==> src/rtl/core/decimal_operator_lexer_defines.svh <==
// ----------------------------------------------------------------------------
// decimal_operator_lexer_defines
// Assertion macros shared by the lexer RTL. Each expects clk and rst in scope.
// ----------------------------------------------------------------------------
`ifndef DECIMAL_OPERATOR_LEXER_DEFINES_SVH
`define DECIMAL_OPERATOR_LEXER_DEFINES_SVH

// Same-cycle check.
`define DOL_ASSERT(lbl, cond, msg) \
  lbl: assert property (@(posedge clk) disable iff (rst) (cond)) else $error(msg);

// Same-cycle implication.
`define DOL_ASSERT_IMP(lbl, ante, cons, msg) \
  lbl: assert property (@(posedge clk) disable iff (rst) (ante) |-> (cons)) else $error(msg);

// Next-cycle implication.
`define DOL_ASSERT_NXT(lbl, ante, cons, msg) \
  lbl: assert property (@(posedge clk) disable iff (rst) (ante) |=> (cons)) else $error(msg);

`endif

==> src/rtl/core/dol_pkg.sv <==
// ----------------------------------------------------------------------------
// dol_pkg
// Types and constants of the decimal integer and operator lexer.
// ----------------------------------------------------------------------------
`timescale 1ns / 1ps
`default_nettype none

package dol_pkg;

  localparam int unsigned CHAR_W  = 8;
  localparam int unsigned VALUE_W = 31;

  localparam logic [VALUE_W-1:0] VALUE_MAX       = {VALUE_W{1'b1}};
  localparam logic [CHAR_W-1:0]  STMT_END_RESET  = 8'd59;

  typedef enum logic [1:0] {
    KIND_INVALID  = 2'd0,
    KIND_INTEGER  = 2'd1,
    KIND_OPERATOR = 2'd2,
    KIND_EOS      = 2'd3
  } token_kind_t;

  typedef struct packed {
    logic [CHAR_W-1:0] char_code;
    logic              end_of_input;
  } in_t;

  typedef struct packed {
    token_kind_t        token_kind;
    logic [VALUE_W-1:0] integer_value;
    logic [CHAR_W-1:0]  operator_char;
    logic               last_result;
  } out_t;

  // Tokens caused by the item at the head of the pipe.
  typedef struct packed {
    logic [1:0] n;
    out_t       first;
    out_t       second;
  } token_res_t;

endpackage

`default_nettype wire

==> src/rtl/core/decimal_operator_lexer.sv <==
// ----------------------------------------------------------------------------
// decimal_operator_lexer
// Character-stream lexer: digit runs become saturated integers; whitespace is
// dropped; punctuation gives operator/end-of-statement tokens, others INVALID.
// ----------------------------------------------------------------------------
// Usage:
//   in channel  (in_valid/in_ready/in_data): one character, or an end-of-input
//     marker, per transaction.
//   out channel (out_valid/out_ready/out_data): one token per transaction;
//     last_result marks the final token caused by an input character.
//   cfg_wr_en/cfg_wr_data: write the end-of-statement character while idle.
// Path: the tokens of a character pass through the input register and the
//   two-entry result register; a second token follows the first.
// Throughput: one character per cycle while out_ready stays high. A character
//   that closes an integer and gives its own token queues two tokens; digits,
//   which give none, always come before the next such character, so the
//   two-entry result register drains in time and the input never waits.
// Reset (rst, synchronous): clears the digit run and both registers' valid
//   state; the end-of-statement character returns to ';'.
// Output stall: the two-entry result register and the input register absorb
//   the stall; in_ready drops while a held character's tokens do not fit.
// ----------------------------------------------------------------------------
`timescale 1ns / 1ps
`default_nettype none

`include "decimal_operator_lexer_defines.svh"

module decimal_operator_lexer (
  input  wire logic                        clk,
  input  wire logic                        rst,
  input  wire logic                        in_valid,
  output logic                             in_ready,
  input  wire dol_pkg::in_t                in_data,
  output logic                             out_valid,
  input  wire logic                        out_ready,
  output dol_pkg::out_t                    out_data,
  input  wire logic                        cfg_wr_en,
  input  wire logic [dol_pkg::CHAR_W-1:0]  cfg_wr_data
);

  dol_pkg::in_t                 inq;
  logic                         inq_valid;
  logic [dol_pkg::CHAR_W-1:0]   stmt_end;
  dol_pkg::token_res_t          res;
  logic                         room;
  logic                         consume;
  logic                         non_int;
  logic                         non_op;

  assign consume  = inq_valid && room;
  assign in_ready = !inq_valid || consume;

  always_ff @(posedge clk) begin
    if (in_valid && in_ready) begin
      inq <= in_data;
    end
  end

  always_ff @(posedge clk) begin
    if (rst) begin
      inq_valid <= 1'b0;
      stmt_end  <= dol_pkg::STMT_END_RESET;
    end else begin
      if (in_valid && in_ready) begin
        inq_valid <= 1'b1;
      end else if (consume) begin
        inq_valid <= 1'b0;
      end
      if (cfg_wr_en) begin
        stmt_end <= cfg_wr_data;
      end
    end
  end

  dol_token_unit u_token (
    .clk      (clk),
    .rst      (rst),
    .fire     (consume),
    .item     (inq),
    .stmt_end (stmt_end),
    .res      (res)
  );

  dol_result_buf u_result (
    .clk       (clk),
    .rst       (rst),
    .push      (consume),
    .res       (res),
    .room      (room),
    .out_valid (out_valid),
    .out_ready (out_ready),
    .out_data  (out_data)
  );

  assign non_int = out_valid && (out_data.token_kind != dol_pkg::KIND_INTEGER);
  assign non_op  = out_valid && (out_data.token_kind != dol_pkg::KIND_OPERATOR);

  `DOL_ASSERT_IMP(a_own_last, non_int, out_data.last_result, "non-integer token not last")
  `DOL_ASSERT_IMP(a_value_zero, non_int, out_data.integer_value == '0, "value on non-integer")
  `DOL_ASSERT_IMP(a_op_zero, non_op, out_data.operator_char == '0, "char on non-operator")

endmodule

`default_nettype wire

==> src/rtl/core/dol_token_unit.sv <==
// ----------------------------------------------------------------------------
// dol_token_unit
// Classifies one character, keeps the digit-run state and forms up to two
// tokens per item.
// ----------------------------------------------------------------------------
`timescale 1ns / 1ps
`default_nettype none

module dol_token_unit (
  input  wire logic                          clk,
  input  wire logic                          rst,
  input  wire logic                          fire,
  input  wire dol_pkg::in_t                  item,
  input  wire logic [dol_pkg::CHAR_W-1:0]    stmt_end,
  output dol_pkg::token_res_t                res
);

  logic                          pending;
  logic                          pending_next;
  logic [dol_pkg::VALUE_W-1:0]   acc;
  logic [dol_pkg::VALUE_W-1:0]   acc_next;

  logic [dol_pkg::CHAR_W-1:0]    c;
  logic                          eoi;
  logic                          is_dig;
  logic                          is_spc;
  logic                          is_pun;
  logic                          digit_case;
  logic                          flush;
  logic                          has_own;
  logic [3:0]                    d;
  logic [dol_pkg::VALUE_W+3:0]   prod;
  logic [dol_pkg::VALUE_W-1:0]   acc_sat;
  dol_pkg::out_t                 int_tok;
  dol_pkg::out_t                 own_tok;

  always_comb begin
    c      = item.char_code;
    eoi    = item.end_of_input;
    is_dig = (c >= 8'd48) && (c <= 8'd57);
    is_spc = ((c >= 8'd9) && (c <= 8'd13)) || (c == 8'd32);
    is_pun = ((c >= 8'd33) && (c <= 8'd47)) || ((c >= 8'd58) && (c <= 8'd64)) ||
             ((c >= 8'd91) && (c <= 8'd96)) || ((c >= 8'd123) && (c <= 8'd126));

    digit_case = !eoi && is_dig;
    flush      = !digit_case && pending;
    has_own    = !eoi && !is_dig && !is_spc;

    d    = c[3:0] - 4'd0;
    prod = ({4'd0, acc} << 3) + ({4'd0, acc} << 1) + {{(dol_pkg::VALUE_W){1'b0}}, d};
    acc_sat = (prod > {4'd0, dol_pkg::VALUE_MAX}) ? dol_pkg::VALUE_MAX
                                                   : prod[dol_pkg::VALUE_W-1:0];

    int_tok.token_kind    = dol_pkg::KIND_INTEGER;
    int_tok.integer_value = acc;
    int_tok.operator_char = '0;
    int_tok.last_result   = !has_own;

    own_tok.integer_value = '0;
    own_tok.operator_char = '0;
    own_tok.last_result   = 1'b1;
    own_tok.token_kind    = dol_pkg::KIND_INVALID;
    if (is_pun) begin
      if (c == stmt_end) begin
        own_tok.token_kind = dol_pkg::KIND_EOS;
      end else begin
        own_tok.token_kind    = dol_pkg::KIND_OPERATOR;
        own_tok.operator_char = c;
      end
    end

    res.n      = {1'b0, flush} + {1'b0, has_own};
    res.first  = flush ? int_tok : own_tok;
    res.second = own_tok;

    pending_next = pending;
    acc_next     = acc;
    if (fire) begin
      if (digit_case) begin
        pending_next = 1'b1;
        acc_next     = pending ? acc_sat : {{(dol_pkg::VALUE_W-4){1'b0}}, d};
      end else begin
        pending_next = 1'b0;
        acc_next     = '0;
      end
    end
  end

  always_ff @(posedge clk) begin
    if (rst) begin
      pending <= 1'b0;
      acc     <= '0;
    end else begin
      pending <= pending_next;
      acc     <= acc_next;
    end
  end

endmodule

`default_nettype wire

==> src/rtl/core/dol_result_buf.sv <==
// ----------------------------------------------------------------------------
// dol_result_buf
// Two-entry result register; takes up to two tokens per cycle and hands
// them out one per transaction.
// ----------------------------------------------------------------------------
`timescale 1ns / 1ps
`default_nettype none

`include "decimal_operator_lexer_defines.svh"

module dol_result_buf (
  input  wire logic                 clk,
  input  wire logic                 rst,
  input  wire logic                 push,
  input  wire dol_pkg::token_res_t  res,
  output logic                      room,
  output logic                      out_valid,
  input  wire logic                 out_ready,
  output dol_pkg::out_t             out_data
);

  dol_pkg::out_t slot0;
  dol_pkg::out_t slot0_next;
  dol_pkg::out_t slot1;
  dol_pkg::out_t slot1_next;
  logic [1:0]    count;
  logic [1:0]    count_next;
  logic          pop;
  logic [1:0]    after;

  always_comb begin
    pop   = (count != 2'd0) && out_ready;
    after = count - {1'b0, pop};
    room  = ({1'b0, after} + {1'b0, res.n}) <= 3'd2;

    slot0_next = slot0;
    slot1_next = slot1;
    if (pop) begin
      slot0_next = slot1;
    end
    if (push) begin
      if (after == 2'd0) begin
        slot0_next = res.first;
        slot1_next = res.second;
      end else if (after == 2'd1) begin
        slot1_next = res.first;
      end
    end
    count_next = after + (push ? res.n : 2'd0);
  end

  always_ff @(posedge clk) begin
    slot0 <= slot0_next;
    slot1 <= slot1_next;
  end

  always_ff @(posedge clk) begin
    if (rst) begin
      count <= 2'd0;
    end else begin
      count <= count_next;
    end
  end

  assign out_valid = (count != 2'd0);
  assign out_data  = slot0;

  `DOL_ASSERT(a_count_range, count != 2'd3, "result buffer count out of range")
  `DOL_ASSERT_IMP(a_push_fits, push, room, "push without room")
  `DOL_ASSERT_NXT(a_shift, (count == 2'd2) && pop && !push, (count == 2'd1) && (slot0 == $past(slot1)), "second entry not shifted")

endmodule

`default_nettype wire
==> config.mk <==
export PLATFORM = sky130hd
export DESIGN_NAME = decimal_operator_lexer
export DESIGN_NICKNAME = d
export VERILOG_FILES = /design/src/rtl/core/dol_pkg.sv /design/src/rtl/core/decimal_operator_lexer.sv /design/src/rtl/core/dol_token_unit.sv /design/src/rtl/core/dol_result_buf.sv
export VERILOG_INCLUDE_DIRS = /design/src /design/src/rtl/core
export SDC_FILE = /design/constraint.sdc
export NUM_CORES = 1
export LEC_CHECK = 0
export CORE_MARGIN = 2
export CORE_UTILIZATION = 31
export CTS_BUF_LIST = sky130_fd_sc_hd__clkbuf_8
export CTS_CLUSTER_DIAMETER = 150
export DETAILED_ROUTE_END_ITERATION = 10
export DONT_BUFFER_PORTS = 1
export GPL_TIMING_DRIVEN = 0
export SLEW_MARGIN = 5
export SYNTH_ARGS = -nofsm -noshare
export SYNTH_HDL_FRONTEND = slang
export SYNTH_HIERARCHICAL = 1
export SYNTH_SLANG_ARGS = --single-unit
==> constraint.sdc <==
create_clock -name clk -period 13.4 [get_ports clk]
set_input_delay 2.68 -clock clk [delete_from_list [all_inputs] [get_ports clk]]
set_output_delay 2.68 -clock clk [all_outputs]
set_load 0.005 [all_outputs]
==> results of run 1 <==
[area by class of cell]
type,count,area share
Multi-Input combinational cell,661,0.527
Sequential cell,136,0.325
Timing Repair Buffer,1,0.00277
Tap cell,384,0.0483
Buffer,80,0.0512
Inverter,16,0.00603
Clock buffer,17,0.0235
Clock inverter,15,0.0162
[per-layer routing]
| layer | up-vias | part of all wire | GRT usage | wire length [um] |
|---|---|---|---|---|
| li1 | 3180 | - | - | - |
| met5 | - | 0 | 0 | 0 |
| met3 | 17 | 0.031 | 0.0254 | 643 |
| met2 | 113 | 0.49 | 0.238 | 10100 |
| met1 | 3064 | 0.47 | 0.178 | 9630 |
| met4 | 0 | 0.017 | 0.0490 | 345 |
[flip-flops by register name, summed over array words and instances, names as in the netlist]
signal,flops
inq,9
inq_valid,1
stmt_end,8
u_result/count,2
u_result/out_data,42
u_result/slot1,42
u_token/acc,31
u_token/pending,1
[synthesized netlist by cell type (6+ instances only)]
library cell / number
a211oi_1: 6
a21o_1: 10
a21oi_1: 73
and2_1: 53
buf_2: 8
buf_4: 39
buf_6: 7
clkbuf_1: 25
dfxtp_1: 85
edfxtp_1: 51
ha_1: 65
inv_1: 15
mux2_1: 18
mux2_2: 68
mux2_4: 40
nand2_1: 56
nand2b_1: 11
nand3_1: 8
nand4_1: 11
nor2_1: 33
nor2b_1: 10
nor4_1: 6
o211ai_1: 7
o21a_1: 6
o21ai_0: 29
o31ai_1: 10
o31ai_2: 12
xnor2_1: 11
xor2_1: 21
[per-stage QoR]
stage / cell area (sq um) / hold WS (ps) / setup slack (ps) / power (mW)
6_report: 9950 / 514 / 6690 / 0.883
5_1_grt: 9950 / 538 / 6560 / 0.917
4_1_cts: 9950 / 519 / 6680 / 0.895
3_5_place_dp: 9560 / 501 / 6690 / 0.551
3_3_place_gp: 9520 / 500 / 5540 / 0.548
2_1_floorplan: 9040 / 461 / 6860 / 0.533
[final timing paths]
check            startpoint              end  slack (ps)
max               out_ready         in_ready        6690
max reg2reg          inq[3]  u_token/acc[27]        7700
min reg2reg  u_token/acc[9]   u_token/acc[9]         510
min          u_token/acc[9]   u_token/acc[9]         510
[power by group through the flow]
stage	sequential, mW	clock [mW]	combinational, mW
final	0.461	0.342	0.0799
after CTS	0.461	0.354	0.0804
after global routing	0.463	0.366	0.0879
after floorplan	0.467	0	0.0657
after global placement	0.471	0	0.0767
after detailed placement	0.471	0	0.0799
[worst max-delay path: stages]
cell	delay, ps
nand2b_1	80
o21ai_0	260
ha_1	210
fa_1	410
a21oi_1	170
nand2b_1	210
[cell families after synthesis]
group | Yosys count | synth area share
muxes | 131 | 0.181
DFF | 136 | 0.362
buffers and inverters | 96 | 0.0638
and+or+nand+nor | 213 | 0.125
xor gates and xnor gates | 32 | 0.0314
adders and majority gates | 68 | 0.0979
other | 2 | 0.000842
AOI/OAI and AO/OA | 183 | 0.137
==> results.md, run 1 <==
- Outcome: complete, no violations
- Distinct cell type count of the synthesized netlist: 62
- Switching fraction of total power: 0.264
- RSZ-0062 raised after global routing: no
- GRT Resource Usage Total: 0.140
- N_diodes: 0
- Resized cells post-CTS: 0
- Final critical-path share of the clock period: 0.501
- Worst-Margin Slew: 861 ps
- Die height: 174 um
- Worst EP arrival: 4030 ps
- Power Dens Cells: 88.7 mW/mm^2
- Die width: 174 um
- Max Slew Vio Count: 0
- Post-DP HPWL: 15,500 um
- Setup violators final: 0
- First-pass GRT wire length: 33,500 um
- PortBufs: 0
- Min-Delay Path Depth: 2
- Final hold vios: 0
- Clock skew: 11.2 ps
- # Post-CTS Setup Buffers: 0
- Multi-input logic area: 0.00525 sq mm
- Die area: ~0.03 sq mm
- CP required: 10,720 ps
- Max-cap violations: 0
- Critical Path Source Type: primary input
- Area delta synth->final: 11.6%
- FFs w/ async S/R, synth: 0
- Routed wire length per instance: 15.8 um
- Setup TNS: 0 ps
- Internal: ~650 uW
- P_leak: 4.31 nW
- Routability cong.: 0.884
- Max Freq: 149 MHz
- Worst-path clk slew: 80 ps
- Final core utilization: 0.349
- Sequential share of power: 0.522
- Cell count after synthesis: 861
- Commonest non-fill, non-tap cell in the layout: dfxtp_1
- Initial antenna violation count: 0
- Clk_lat worst skew: 450 ps
- # hold bufs at CTS: 0
- H-Tree Depth: 4
- Synth top area cells: dfxtp_1 19%, edfxtp_1 17%, ha_1 9.1%
- Via density: 4.87
- Seq/Total Area, Yosys: 0.362
- Num ports: between 60 and 70
- Initial Util: 0.313
- Most frequent cells in the layout: 85 x dfxtp_1, 73 x a21oi_1, 68 x mux2_2
- Relative slew slack: 0.425
- Worst hold path class: reg -> reg
- Worst reg2reg path depth: 17
- Cell count after placement: ~1,300
- Initial DRT Pass Iterations: 5
- DR vias: 6,374
- Remaining antenna violation count after routing: 0
- Net Sw Power: roughly 230 uW
- CTS tree: built
- Num CTS Buffers: 17
- Largest net degree at the start of global routing: 26
- Fillers: 2,946
- Vias in the first global route: 6,335
- Iteration-0 DRC Markers: approximately 470
- Max VDD drop: between 0.04 and 0.05 mV
- CP Max Fanout: 4
- WS Path Type: in -> out
- Clock power frac: 0.387
- Ys flop type: dfxtp_1
- Final min period: 6710 ps
- Layout cell share with drive strength beyond 1: 0.242
- Storage element area: 0.00323 sq mm
- Mean Syn Cell Area: 10.4 sq um
- Routed wire length: 20,700 um
- Post-synth EDFFs: slightly above 50
- Core area: 0.0285 sq mm
- Final cell count without fillers: roughly 1,300
- Placement Rows: 62
- Clock root cell: clkbuf_8
- Drt drc: 0
- Comb pwr share: 0.091
- Yosys top cell area share: 0.191
- Clk buf depth: 2
- Clock sink count: 136
- Post-Syn Area: between 0.008 and 0.009 sq mm
- Crit path capture type: primary output
- Yosys reg bits: 136
- Largest area contributor in the netlist: dfxtp_1
- Final nets: ~1,000
- GRT Residual Overflow: 0
- Synth warn: 6
Note: power is estimated with default switching activity, not from simulation.
==> run 2: changes to the inputs <==
--- a/config.mk
+++ b/config.mk
@@ -6,6 +6,7 @@
 export SDC_FILE = /design/constraint.sdc
 export NUM_CORES = 1
 export LEC_CHECK = 0
+export ABC_AREA = 1
 export CORE_MARGIN = 2
 export CORE_UTILIZATION = 31
 export CTS_BUF_LIST = sky130_fd_sc_hd__clkbuf_8
==> constraint.sdc (replaced) <==
create_clock -name clk -period 6.35 [get_ports clk]
set_input_delay 1.27 -clock clk [delete_from_list [all_inputs] [get_ports clk]]
set_output_delay 1.27 -clock clk [all_outputs]
set_load 0.005 [all_outputs]
==> results.md, run 2 <==
- Outcome: complete, no violations
- Largest family of logic cells by synthesized area: simple AND/OR/NAND/NOR gates
- Layout cell share with drive strength beyond 1: 0.107
- Placement Rows: 64
- PortBufs: 0
- Resized cells post-CTS: 0
- Max-cap violations: 0
- Mean Syn Cell Area: about 6.8 sq um
- Final cell count without fillers: ~1,800
- Yosys reg bits: about 140
- Die area: 0.0320 sq mm
- Worst-Margin Slew: 895 ps
- Worst-path clk slew: 80 ps
- Fillers: 3,297
- Max Freq: roughly 210 MHz
- Worst reg2reg path depth: 17
- Final nets: 1,529
- Clock sink count: 136
- N_diodes: 0
- Worst R2R Setup Slack: around 1700 ps
- Worst hold path startpoint: stmt_end[1]
- # hold bufs at CTS: 0
- Initial DRT Pass Iterations: 5
- Reg2reg end: u_result/slot1[20]
- First-pass GRT wire length: approximately 40,000 um
- Initial antenna violation count: 0
- Core area: roughly 0.030 sq mm
- Final min period: ~4800 ps
- Vias in the first global route: 7,760
- RSZ-0062 raised after global routing: no
- Hold path endpoint: stmt_end[1]
- Iteration-0 DRC Markers: 520
- Area delta synth->final: 11.2%
- Routed wire length per instance: 13.5 um
- Ys flop type: dfxtp_1
- Worst hold path class: reg -> reg
- P_leak: approximately 5.3 nW
- Drt drc: 0
- Commonest non-fill, non-tap cell in the layout: nand2_1
- Post-DP Area: 0.0101 sq mm
- Final critical-path share of the clock period: 0.750
- Final hold vios: 0
- Distinct cell type count of the synthesized netlist: 46
- Clk_lat worst skew: 460 ps
- Synth top area cells: nand2_1 20%, dfxtp_1 18%, edfxtp_1 16%
- Storage element area: roughly 0.0032 sq mm
- Reg2reg start: inq[3]
- Complex-gate fraction of the synthesized area: 0.0735
- Remaining antenna violation count after routing: 0
- Post-Syn Area: around 0.0095 sq mm
- H-Tree Depth: 4
- GRT Residual Overflow: 0
- Min-Delay Path Depth: 2
- Post-DP HPWL: 19,500 um
- DR vias: around 8,500
- Die height: around 180 um
- Post-synthesis mux area share: 0
- Yosys top cell area share: 0.202
- Clock root cell: clkbuf_8
- Cell count after placement: 1,816
- Routability cong.: 0.889
- Cell count after synthesis: 1,387
- Num CTS Buffers: 17
- CP required: 5080 ps
- Die width: 179 um
- GRT Resource Usage Total: 0.159
- Synth Area in Adders: 0.0920
- Relative slew slack: 0.404
- Max VDD drop: 0.105 mV
- Largest net degree at the start of global routing: 24
- Commonest cells in the netlist: 510 x nand2_1, 149 x inv_1, 119 x nand3_1
- CP startpoint: inq[3]
- # Post-CTS Setup Buffers: 0
- Power Dens Cells: 179 mW/mm^2
- Largest area contributor in the netlist: nand2_1
- Crit path capture type: primary output
- Hold slack: between 400 and 500 ps
- Seq/Total Area, Yosys: 0.341
- CP Max Fanout: 7
- WS Path Type: reg -> out
- Xor/xnor share of the synthesized area: 0.0175
- FFs w/ async S/R, synth: 0
- CTS tree: built
- Post-synth EDFFs: 51
- Setup violators final: 0
- Synth warn: 6
- Simple-gate area share of the yosys netlist: 0.358
- Worst slack, placed: roughly 1300 ps
- Via density: 4.61
- Max Slew Vio Count: 0
- Count leader, synth: nand2_1
- Initial Util: 0.313
- Routed wire length: ~25,000 um
- Multi-input logic area: 0.00527 sq mm
- Critical Path Source Type: flop
- Most frequent cells in the layout: 510 x nand2_1, 150 x inv_1, 119 x nand3_1
- Post-route cell area: 0.0105 sq mm
- Worst EP arrival: 3500 ps
- Clock skew: approximately 13 ps
- PnR worst setup slack: 1580 ps
- Clk buf depth: 2
- Num ports: 66
[run 2: cell types whose count changed after synthesis, sizes merged, moves of 21 or more]
cell	before	now
and2	54	0
inv	16	157
mux2	126	0
nand2	56	536
nand3	8	121
nor2	34	118
o31ai	22	1
[run 2: power breakdown]
group	switching, mW	internal (mW)	leakage [nW]
Sequential	0.0281	0.945	1.18
Combinational	0.100	0.0606	3.95
Clock	0.370	0.388	0.194
[run 2: worst max-delay path by stage]
| stage | to | slack [ps] |
|---|---|---|
| after floorplan | u_result/slot1[0] | 950 |
| after global placement | u_result/slot1[17] | -670 |
| after detailed placement | u_result/slot1[17] | 1340 |
| after CTS | in_ready | 1560 |
| after global routing | in_ready | 1350 |
| final | in_ready | 1580 |
[run 2: cell type report]
type,instances,area share
Clock buffer,17,0.0222
Buffer,83,0.0492
Multi-Input combinational cell,1043,0.500
Inverter,157,0.0561
Clock inverter,15,0.0166
Timing Repair Buffer,1,0.00261
Sequential cell,136,0.307
Tap cell,396,0.0470
[run 2: through the flow]
step / total power, mW / setup TNS, ps / util
2_1_floorplan: 1.11 / 0 / -
3_3_place_gp: 1.15 / -27930 / 0.333
3_5_place_dp: 1.15 / 0 / 0.334
4_1_cts: 1.91 / 0 / 0.348
5_1_grt: 1.98 / 0 / 0.348
6_report: 1.89 / 0 / 0.348
[run 2: cells by family (layout without fill, tap and decap cells)]
kind of cell	Yosys count	after routing
XOR/XNOR	19	19
buffers and inverters	240	273
other	2	34
flip-flops	136	136
AO/OA/AOI/OAI	122	122
AND/OR/NAND/NOR	800	800
adder cells (fa/ha/maj)	68	68
[run 2: per-layer routing]
| layer | vias to the layer above | part of all wire | global-route usage |
|---|---|---|---|
| met5 | - | 0 | 0 |
| met4 | 0 | 0.012 | 0.0403 |
| met3 | 24 | 0.056 | 0.0354 |
| met2 | 180 | 0.45 | 0.253 |
| met1 | 3872 | 0.49 | 0.216 |
| li1 | 4448 | - | - |
[run 2: critical path: stages, from the launching register on]
cell,delay [ps]
edfxtp_1,550
inv_1,170
nand2_1,100
nand2_2,80
nand4_2,110
nor2_4,160
inv_1,50
nand2_1,230
inv_1,140
ha_1,340
ha_1,220
fa_1,430
a21oi_1,250
inv_1,90
nand2_1,100
==> run 3: changes to the inputs <==
==> constraint.sdc (replaced) <==
create_clock -name clk -period 4.58 [get_ports clk]
set_input_delay 0.916 -clock clk [delete_from_list [all_inputs] [get_ports clk]]
set_output_delay 0.916 -clock clk [all_outputs]
set_load 0.005 [all_outputs]
==> results.md, run 3 (synthesis results as in run 2) <==
- # hold bufs at CTS: 0
- H-Tree Depth: 4
- Worst EP arrival: 3420 ps
- Final nets: ~1,500
- Worst-path clk slew: 80 ps
- Fillers: approximately 3,300
- Core area: 0.0303 sq mm
- Final hold vios: 0
- CTS tree: built
- Remaining antenna violation count after routing: 0
- Die width: 179 um
- Reg2reg start: inq[2]
- Reg2reg end: u_result/slot1[30]
- Worst-path cell chain: inv_1 -> nand2_1 -> nand2_2 -> nand4_2 -> nor2_4 -> inv_1 -> nand2_1 -> inv_1 -> ha_1 -> ha_1 -> fa_1 -> a21oi_2 -> inv_1 -> nand2_1
- Post-DP HPWL: 19,400 um
- Commonest non-fill, non-tap cell in the layout: nand2_1
- Routability cong.: 0.895
- RSZ-0062 raised after global routing: no
- Worst-Margin Slew: 863 ps
- First-pass GRT wire length: 39,900 um
- GRT Resource Usage Total: 0.158
- Cell family with most CP delay: adder cells
- Clk_lat worst skew: 460 ps
- Final critical-path share of the clock period: 0.948
- Outcome: complete, no violations
- Worst path bufs/invs: 4
- Max VDD drop: 0.152 mV
- Clk buf depth: 2
- Post-route cell area: between 0.01 and 0.015 sq mm
- CP required: 3660 ps
- Die height: 179 um
- Routed wire length: 24,800 um
- Max-cap violations: 0
- Final min period: 4340 ps
- Vias in the first global route: 7,590
- Worst hold path class: reg -> reg
- Power Dens Cells: 245 mW/mm^2
- Iteration-0 DRC Markers: 527
- Num ports: 66
- Crit path capture type: primary output
- Hold path endpoint: stmt_end[0]
- Initial DRT Pass Iterations: 5
- Worst hold path startpoint: stmt_end[0]
- Largest net degree at the start of global routing: 24
- CP peak stage delay: 510 ps
- Setup violators final: 0
- Setup TNS: 0 ps
- Max Slew Vio Count: 0
- Worst reg2reg path depth: 16
- Initial Util: 0.313
- Critical Path Source Type: flop
- Layout cell share with drive strength beyond 1: 0.114
- Final core utilization: 0.350
- Post-DP Area: 0.0101 sq mm
- Min-Delay Path Depth: 2
- Most frequent cells in the layout: 510 x nand2_1, 148 x inv_1, 119 x nand3_1
- Via density: ~4.5
- DR vias: 8,442
- GRT Residual Overflow: 0
- Clock skew: 12.5 ps
- N_diodes: 0
- PortBufs: 0
- Placement Rows: 64
- Relative slew slack: 0.425
- Max Freq: 230 MHz
- Initial antenna violation count: 0
- Drt drc: 0
- WS Path Type: reg -> out
- Crit-path most repeated cell: inv_1
- Area delta synth->final: 11.9%
- Num CTS Buffers: 17
- Clock sink count: 136
- Clock root cell: clkbuf_8
- CP Max Fanout: 6
- Die area: 0.0320 sq mm
- Worst R2R Setup Slack: 370 ps
- Slowest CP cell: edfxtp_1
- CP startpoint: inq[2]
- Routed wire length per instance: 13.3 um
- P_leak: 5.37 nW
-- run 3: stage by stage --
stage / setup slack (ps) / power [mW] / hold WS (ps) / cells
floorplan: 231 / 1.54 / 443 / 1419
global placement: -1010 / 1.59 / 460 / 1815
detailed placement: -46.5 / 1.60 / 468 / 1816
CTS: 100 / 2.62 / 487 / 1849
global route: 23.5 / 2.71 / 494 / 1856
finish: 240 / 2.60 / 482 / 1856
-- run 3: power by group --
part	total, mW	switching [mW]	leakage [nW]	internal, mW
Clock	1.02	0.523	0.205	0.497
Sequential	1.35	0.0385	1.18	1.31
Combinational	0.228	0.139	3.98	0.0887
Total	2.60	0.700	5.37	1.90
-- run 3: metal layers --
layer	vias up	share of wire	GRT usage
met1	3792	0.49	0.221
met4	0	0.010	0.0291
met3	18	0.050	0.0288
met5	-	0	0
li1	4458	-	-
met2	174	0.45	0.254
-- run 3: area by class of cell --
cell class | count | area, sq um | area share
Buffer | 83 | 519 | 0.0489
Clock buffer | 17 | 234 | 0.0220
Clock inverter | 15 | 166 | 0.0157
Inverter | 157 | 596 | 0.0561
Multi-Input combinational cell | 1044 | 5280 | 0.497
Sequential cell | 136 | 3230 | 0.305
Tap cell | 396 | 495 | 0.0467
Timing Repair Buffer | 8 | 92.6 | 0.00872
-- run 3: what timing repair did --
action | 4_1_cts | 5_1_grt
endpoints found under the hold margin | 0 | 0
buffers inserted | 0 | 7
cloned | 1 | 0
gates resized for setup | 0 | 2
setup endpoints to repair | 23 | 61
pin swaps | 1 | 2
-- run 3: worst reg2reg max path, cell delays in order, from the launching register on --
cell and delay (ps):
edfxtp_1 510, inv_1 180, nand2_1 100, nand2_2 80, nand4_2 110, nor2_4 180
inv_1 60, nand2_1 220, inv_1 140, ha_1 340, ha_1 220, fa_1 460
a21oi_2 200, nand2_1 110, clkinvlp_4 200, inv_1 230, nor2_2 510
-- run 3: how the worst max path moves through the flow --
stage                                     to  slack [ps]  cells past startpoint
after global placement    u_result/slot1[16]       -1010                     16
final                               in_ready         240                     14
after global routing                in_ready          20                     14
after floorplan            u_result/slot1[0]         230                     12
after detailed placement  u_result/slot1[16]         -50                     13
after CTS                  u_result/slot1[0]         100                     17
